## src/hw/rtl/url_percent_decoder_macros.svh

```systemverilog
// ----------------------------------------------------------------------------
// url_percent_decoder assertion macros
// Concurrent assertion forms for the percent decoder result queue.
// ----------------------------------------------------------------------------
`ifndef URL_PERCENT_DECODER_MACROS_SVH
`define URL_PERCENT_DECODER_MACROS_SVH

// same-cycle implication, off during reset
`define UPD_ASSERT_NOW(label, clk, rst, ante, cons, msg) \
   label: assert property (@(posedge clk) disable iff (rst) (ante) |-> (cons)) \
      else $error(msg);

// next-cycle implication, off during reset
`define UPD_ASSERT_NEXT(label, clk, rst, ante, cons, msg) \
   label: assert property (@(posedge clk) disable iff (rst) (ante) |=> (cons)) \
      else $error(msg);

`endif

```

## src/hw/rtl/upd_pkg.sv

```systemverilog
`timescale 1ns / 1ps
// ----------------------------------------------------------------------------
// upd_pkg
// Types, character codes and helpers for the form-urlencoded decoder.
// ----------------------------------------------------------------------------
package upd_pkg;

   localparam logic [7:0] CH_PLUS    = 8'h2B;
   localparam logic [7:0] CH_PERCENT = 8'h25;
   localparam logic [7:0] CH_SPACE   = 8'h20;
   localparam logic [7:0] CH_ZERO    = 8'h30;
   localparam logic [7:0] CH_UPPER_A = 8'h41;
   localparam logic [7:0] CH_LOWER_A = 8'h61;
   localparam logic [7:0] HEX_TEN    = 8'd10;

   typedef struct packed {
      logic [7:0] in_byte;
      logic       in_last;
   } req_type;

   typedef struct packed {
      logic [7:0] out_byte;
      logic       run_end;
      logic       string_end;
   } rsp_type;

   // results produced by one item, in output order
   typedef struct packed {
      logic [1:0] count;
      rsp_type    first;
      rsp_type    second;
   } push_type;

   typedef enum logic [2:0] {
      PH_IDLE    = 3'b001,
      PH_PERCENT = 3'b010,
      PH_DIGIT   = 3'b100
   } phase_type;

   // non-hex characters give a zero nibble
   function automatic logic [3:0] nibble_of(input logic [7:0] c);
      logic [3:0] n;
      n = 4'd0;
      if (c >= CH_ZERO && c <= CH_ZERO + 8'd9)
         n = c[3:0];
      else if (c >= CH_UPPER_A && c <= CH_UPPER_A + 8'd5)
         n = 4'(c - CH_UPPER_A + HEX_TEN);
      else if (c >= CH_LOWER_A && c <= CH_LOWER_A + 8'd5)
         n = 4'(c - CH_LOWER_A + HEX_TEN);
      return n;
   endfunction

   function automatic logic [7:0] plain_of(input logic [7:0] c);
      return (c == CH_PLUS) ? CH_SPACE : c;
   endfunction

endpackage

```

## src/hw/rtl/upd_decode.sv

```systemverilog
`timescale 1ns / 1ps
// ----------------------------------------------------------------------------
// upd_decode
// Escape tracker and per-byte decode; emits zero, one or two results.
// ----------------------------------------------------------------------------
module upd_decode (
   input  logic             clock,
   input  logic             reset,
   input  upd_pkg::req_type item,
   input  logic             fire,
   output upd_pkg::push_type push
);
   import upd_pkg::*;

   phase_type  phase_ff, phase_in;
   logic [7:0] held_ff, held_in;

   always_comb begin
      phase_in    = phase_ff;
      held_in     = held_ff;
      push        = '0;
      unique case (phase_ff)
         PH_PERCENT: begin
            if (item.in_last) begin
               // percent too close to the end: pass it through literally
               push.count  = 2'd2;
               push.first  = '{out_byte: CH_PERCENT, run_end: 1'b0, string_end: 1'b0};
               push.second = '{out_byte: plain_of(item.in_byte), run_end: 1'b1,
                               string_end: 1'b1};
               phase_in    = PH_IDLE;
            end else begin
               held_in  = item.in_byte;
               phase_in = PH_DIGIT;
            end
         end
         PH_DIGIT: begin
            push.count = 2'd1;
            push.first = '{out_byte: {nibble_of(held_ff), nibble_of(item.in_byte)},
                           run_end: 1'b1, string_end: item.in_last};
            phase_in   = PH_IDLE;
         end
         default: begin
            phase_in = PH_IDLE;
            if (item.in_byte == CH_PERCENT && !item.in_last) begin
               phase_in = PH_PERCENT;
            end else begin
               push.count = 2'd1;
               push.first = '{out_byte: plain_of(item.in_byte), run_end: 1'b1,
                              string_end: item.in_last};
            end
         end
      endcase
   end

   always_ff @(posedge clock) begin
      if (reset) begin
         phase_ff <= PH_IDLE;
      end else if (fire) begin
         phase_ff <= phase_in;
      end
   end

   always_ff @(posedge clock) begin
      if (fire) begin
         held_ff <= held_in;
      end
   end

endmodule

```

## src/hw/rtl/upd_out_queue.sv

```systemverilog
`timescale 1ns / 1ps
// ----------------------------------------------------------------------------
// upd_out_queue
// Two-entry result queue; takes up to two results and sends one per cycle unless rsp_stall holds it.
// ----------------------------------------------------------------------------
`include "url_percent_decoder_macros.svh"

module upd_out_queue (
   input  logic              clock,
   input  logic              reset,
   input  upd_pkg::push_type push,
   input  logic              push_en,
   output logic [1:0]        free,
   output logic              rsp_valid,
   input  logic              rsp_stall,
   output upd_pkg::rsp_type  rsp_data
);
   import upd_pkg::*;

   logic [1:0] cnt_ff, cnt_in;
   rsp_type    q0_ff, q0_in;
   rsp_type    q1_ff, q1_in;
   logic       pop;
   logic [1:0] push_n;
   logic [1:0] kept;

   assign rsp_valid = (cnt_ff != 2'd0);
   assign rsp_data  = q0_ff;
   assign pop       = rsp_valid && !rsp_stall;
   assign free      = 2'd2 - cnt_ff + {1'b0, pop};
   assign push_n    = push_en ? push.count : 2'd0;
   assign kept      = cnt_ff - {1'b0, pop};

   always_comb begin
      cnt_in = kept + push_n;
      case (kept)
         2'd0: begin
            q0_in = push.first;
            q1_in = push.second;
         end
         2'd1: begin
            q0_in = pop ? q1_ff : q0_ff;
            q1_in = push.first;
         end
         default: begin
            q0_in = q0_ff;
            q1_in = q1_ff;
         end
      endcase
   end

   always_ff @(posedge clock) begin
      if (reset) begin
         cnt_ff <= 2'd0;
      end else begin
         cnt_ff <= cnt_in;
      end
   end

   always_ff @(posedge clock) begin
      q0_ff <= q0_in;
      q1_ff <= q1_in;
   end

   `UPD_ASSERT_NOW(a_cnt_bound, clock, reset, 1'b1, cnt_ff != 2'd3,
      "result queue count out of range")
   `UPD_ASSERT_NOW(a_no_overflow, clock, reset, push_en, push.count <= free,
      "results pushed without room")
   `UPD_ASSERT_NOW(a_pair_order, clock, reset, push_en && push.count == 2'd2,
      !push.first.run_end && push.second.run_end, "run_end misplaced in result pair")
   `UPD_ASSERT_NEXT(a_pair_follows, clock, reset,
      pop && !rsp_data.run_end && cnt_ff == 2'd1 && !push_en, 1'b0,
      "first of a pair left without its second")

endmodule

```

## src/hw/rtl/url_percent_decoder.sv

```systemverilog
`timescale 1ns / 1ps
// ----------------------------------------------------------------------------
// url_percent_decoder
// Streaming form-urlencoded decoder: plus to space, percent escapes to bytes.
// ----------------------------------------------------------------------------
// Takes one encoded byte per cycle unless req_stall holds it off and returns
// decoded bytes via an input register, then a two-entry result queue. A percent sign
// and the first hex digit give no result; a percent sign directly before the
// string's last byte gives two. The percent itself leaves a free slot in the
// queue, so while the result side keeps up the extra result costs no input
// cycle; the input is held off only when the queue lacks room for the results
// of the waiting byte, which happens only under result stalls. run_end marks
// the last result of each input byte and string_end the final decoded byte of
// the string.
module url_percent_decoder (
   input  logic             clock,
   input  logic             reset,
   input  logic             req_valid,
   output logic             req_stall,
   input  upd_pkg::req_type req_data,
   output logic             rsp_valid,
   input  logic             rsp_stall,
   output upd_pkg::rsp_type rsp_data
);
   import upd_pkg::*;

   logic     s1_valid_ff, s1_valid_in;
   req_type  s1_item_ff;
   push_type push;
   logic [1:0] free;
   logic     advance;
   logic     take;

   assign advance   = s1_valid_ff && (push.count <= free);
   assign req_stall = s1_valid_ff && !advance;
   assign take      = req_valid && !req_stall;

   always_comb begin
      s1_valid_in = s1_valid_ff;
      if (take)
         s1_valid_in = 1'b1;
      else if (advance)
         s1_valid_in = 1'b0;
   end

   always_ff @(posedge clock) begin
      if (reset) begin
         s1_valid_ff <= 1'b0;
      end else begin
         s1_valid_ff <= s1_valid_in;
      end
   end

   always_ff @(posedge clock) begin
      if (take) begin
         s1_item_ff <= req_data;
      end
   end

   upd_decode u_decode (
      .clock (clock),
      .reset (reset),
      .item  (s1_item_ff),
      .fire  (advance),
      .push  (push)
   );

   upd_out_queue u_queue (
      .clock     (clock),
      .reset     (reset),
      .push      (push),
      .push_en   (advance),
      .free      (free),
      .rsp_valid (rsp_valid),
      .rsp_stall (rsp_stall),
      .rsp_data  (rsp_data)
   );

endmodule

```

## config.mk

```make
export PLATFORM = sky130hd
export DESIGN_NAME = url_percent_decoder
export DESIGN_NICKNAME = d
export VERILOG_FILES = /design/src/hw/rtl/upd_pkg.sv /design/src/hw/rtl/upd_decode.sv /design/src/hw/rtl/upd_out_queue.sv /design/src/hw/rtl/url_percent_decoder.sv
export VERILOG_INCLUDE_DIRS = /design/src /design/src/hw/rtl
export SDC_FILE = /design/constraint.sdc
export NUM_CORES = 1
export LEC_CHECK = 0
export BUFFER_PORTS_ARGS = -buffer_cell sky130_fd_sc_hd__buf_2
export CORE_MARGIN = 2
export CORE_UTILIZATION = 40
export CTS_CLUSTER_SIZE = 12
export DETAILED_ROUTE_END_ITERATION = 10
export SETUP_SLACK_MARGIN = 0.5
export SLEW_MARGIN = 20
export SYNTH_ARGS = -nofsm -noshare
export SYNTH_HDL_FRONTEND = slang
export SYNTH_SLANG_ARGS = --single-unit
```

## constraint.sdc

```tcl
create_clock -name clock -period 4.5 [get_ports clock]
set_input_delay 0.675 -clock clock [delete_from_list [all_inputs] [get_ports clock]]
set_output_delay 0.675 -clock clock [all_outputs]
set_load 0.02 [all_outputs]
```

==> impl_metrics.yaml <==
outcome:
  status: "finished clean"
setup_path:
  r2r_cells: 10
  crit_fanout: 7
  path_common_cell: "sky130_fd_sc_hd__nor2_1"
  worst_ep_arrival_time_ps: 2800
  timing.setup.critical_path_class: "flip-flop to primary output"
  cell_chain_critical_path: "or4b_4 > nor2_1 > nor2_1 > nor2_1 > ha_1 > nand2_1 > o21ai_1 > nor2_1 > buf_2"
  cpPeakStageDelay_ps: 610
  critical_path.slowest_cell: "sky130_fd_sc_hd__or4b_4"
  crit_path_start_kind: "flip-flop"
  required_ps: 3830
  cp_endpoint_kind: "primary output"
routing:
  iteration_0_drc_markers: 205
  route.final.wire_length_um: 4260
  detail_route.vias_per_cell: 5.30
  vias: 1644
  drt_pass1_iterations: 4
  drc: 0
  detail_route.wl_per_cell_um: 13.8
  final_antenna_net_count: 0
timing:
  setup_total_negative_slack_ps: 0
  fin_skew_ps: 10.2
  worst_slew_margin_rel: 0.333
  setup_viol_count_final: 0
  layout_worst_path_cycle_share: 0.772
  final_max_slew_viol_count: 0
  fin_hold_ws_ps: 532
  maxClockFrequency_ghz: 0.288
  final_period_minus_worst_setup_slack_ps: 3480
  timing_hold_violations_final: 0
  worst-slew-pin-transition_ps: 997
  finalWorstSetupSlack_ps: 1020
  rsz_0062_raised_after_global_routing: "false"
placement:
  dp_slack_ps: 1250
  place_inst: 302
  place.port_buffers: 24
  place.detailed.hpwl_um: 3220
  finalWeightedCongestion: 0.917
pwr:
  power.share.switching: 0.378
  p_seq_frac: 0.420
  power.static_leakage_nw: 1.03
  pwr-share-clk: 0.182
  pwr-share-comb: 0.398
  ir_worst_vdd_mv: 0.252
  p_switching_uw: 609
  cellInternalPower_mw: 1.00
  power_density_mw_per_mm2: 616
synthesis:
  synth_ff_type: "sky130_fd_sc_hd__edfxtp_1"
  async_reset_ff_frac: 0
  synthCells: 210
  synth.top_cells.by_area: "sky130_fd_sc_hd__edfxtp_1 (48%), sky130_fd_sc_hd__ha_1 (6.5%), sky130_fd_sc_hd__dfxtp_1 (5.2%)"
  post-synth-top-count-cell: "sky130_fd_sc_hd__edfxtp_1"
  post_synth_instance_area_mm2: 0.00231
  sequential_area_share_after_synthesis: 0.532
  ys_ff_latch: 43
  post_synth_edffs: 37
  synth_top_family_by_area: "simple AND/OR/NAND/NOR gates"
  area_fraction_in_compound_gates_after_synthesis: 0.168
  netlist.area_leader.share: 0.480
  synth-adder-area-share: 0.0649
  total_number_of_yosys_warnings: 0
  netlist.top_cell.by_area: "sky130_fd_sc_hd__edfxtp_1"
  xor_xnor_share_of_the_synthesized_area: 0.0227
  synth_top_cells_by_count: "sky130_fd_sc_hd__edfxtp_1 (37), sky130_fd_sc_hd__nor2_1 (19), sky130_fd_sc_hd__nand2_1 (18)"
  synth_area_per_cell_um2: 11.0
  synth_cell_types: 48
  synth.net_count: 235
  yosys.area_share.simple: 0.175
  synth.mux.area_fraction: 0.0130
clocking:
  clk_path_buf_depth: 2
  tritoncts: "built"
  insertion_delay_ps: 290
  tritoncts.num_buffers: 5
  clkTransAtPathRegs_ps: 80
  postCtsHoldBufs: 0
  cts_resized: 0
  htreeDepth: 2
  postCtsSetupRepairBufs: 0
  sinks_on_clock_net: 43
  ctsRootBufferMaster: "sky130_fd_sc_hd__clkbuf_8"
worst_hold_path:
  hold_crit_depth: 2
  worstHoldPathType: "flip-flop to flip-flop"
floorplanning:
  core_area_mm2: 0.00554
  die_h_um: 80.1
  pin_count: 25
  initial_core_util: 0.418
  die_footprint_mm2: 0.00641
  placement_rows: 27
  dieWidth_um: 80.1
grt:
  grt_first_pass_wirelength_um: 7170
  grt_start_max_net_pins: 19
  number_of_global_route_vias_before_repair: 1464
  grt-ovfl-total: 0
  antenna_found_initial: 0
  grt_use_total: 0.146
final_layout:
  nets: 262
  drive_gt1_frac: 0.168
  layout.cells.non_filler: 310
  antenna-diode-count: 0
  area_growth_syn_to_layout_pct: 13.0
run:
  maxCapViolCount: 0
## final cells by class
cell class | count | area (µm²)
sequential | 43 | 1230
fill | 537 | 2930
inverter | 11 | 41.3
tap | 72 | 90.1
timing repair buffer | 24 | 120
multi-input combinational | 152 | 1020
clock inverter | 3 | 38.8
clock buffer | 5 | 68.8
## layer usage
| layer | global-route usage | vias to the layer above | part of all wire |
|---|---|---|---|
| li1 | - | 839 | - |
| met1 | 0.226 | 741 | 0.51 |
| met2 | 0.205 | 58 | 0.41 |
| met3 | 0.0303 | 6 | 0.067 |
| met4 | 0.0407 | 0 | 0.011 |
| met5 | 0 | - | 0 |
## cell usage in the layout, fill, tap and decap left out, types with 2 or more instances in the layout
cell	Yosys	final
sky130_fd_sc_hd__a211oi_1	2	2
sky130_fd_sc_hd__a21oi_1	14	14
sky130_fd_sc_hd__a22o_1	2	2
sky130_fd_sc_hd__a22oi_1	3	3
sky130_fd_sc_hd__a31oi_1	2	2
sky130_fd_sc_hd__buf_2	2	24
sky130_fd_sc_hd__clkbuf_8	0	5
sky130_fd_sc_hd__dfxtp_1	6	6
sky130_fd_sc_hd__edfxtp_1	37	37
sky130_fd_sc_hd__ha_1	12	12
sky130_fd_sc_hd__inv_1	11	11
sky130_fd_sc_hd__mux2i_1	3	3
sky130_fd_sc_hd__nand2_1	18	18
sky130_fd_sc_hd__nand2b_1	4	4
sky130_fd_sc_hd__nand3_1	3	3
sky130_fd_sc_hd__nand3b_1	2	2
sky130_fd_sc_hd__nand4bb_1	2	2
sky130_fd_sc_hd__nor2_1	19	19
sky130_fd_sc_hd__nor2b_1	6	6
sky130_fd_sc_hd__nor3b_1	5	5
sky130_fd_sc_hd__nor4b_1	2	2
sky130_fd_sc_hd__o21ai_0	14	14
sky130_fd_sc_hd__o21ai_1	2	2
sky130_fd_sc_hd__o21bai_1	3	3
sky130_fd_sc_hd__o22ai_1	5	5
sky130_fd_sc_hd__or2_2	2	2
sky130_fd_sc_hd__or3_1	2	2
sky130_fd_sc_hd__xnor2_1	3	3
sky130_fd_sc_hd__xor2_1	3	3
## path summary, 6_finish.rpt
kind / startpoint / end / slack [ps]
worst min-delay path: u_queue.q1_ff[3] / u_queue.rsp_data[3] / 530
worst max-delay path: s1_item_ff[5] / req_stall / 1020
worst min register to register: u_queue.q1_ff[3] / u_queue.rsp_data[3] / 530
worst max register to register: s1_item_ff[5] / u_decode.held_ff[4] / 1190
## registers in the layout (all words and copies together), names as in the netlist
register,cells
u_decode.phase_ff,3
u_queue.q1_ff,10
u_queue.cnt_ff,2
u_decode.held_ff,8
u_queue.rsp_data,10
s1_valid_ff,1
s1_item_ff,9
## per-stage QoR
step,power (mW),area [µm²],utilization
after detailed placement,1.33,2510,0.453
final,1.61,2620,0.472
after floorplan,1.18,2310,-
after CTS,1.62,2620,0.472
after global placement,1.33,2510,0.453
after global routing,1.74,2620,0.472
## cell families after synthesis
kind of cell | count (synthesis)
flip-flops | 43
XOR/XNOR | 6
adder cells (fa/ha/maj) | 12
multiplexers | 3
AO/OA/AOI/OAI | 59
buffers and inverters | 15
AND/OR/NAND/NOR | 72
## power by group through the flow
stage               Sequential [mW]  Combinational, mW  Clock, mW
finish                        0.677              0.641      0.293
global route                  0.690              0.731      0.316
CTS                           0.678              0.648      0.298
detailed placement            0.687              0.645          0
global placement              0.686              0.648          0
floorplan                     0.740              0.439          0
## critical path: cells and delay by family (launching register included)
family / cells / cell delay (ps)
AND/OR/NAND/NOR: 6 / 1420
flip-flops: 1 / 490
adder cells (fa/ha/maj): 1 / 280
buffers and inverters: 1 / 200
AO/OA/AOI/OAI: 1 / 130
Note: power is estimated with default switching activity, not from simulation.
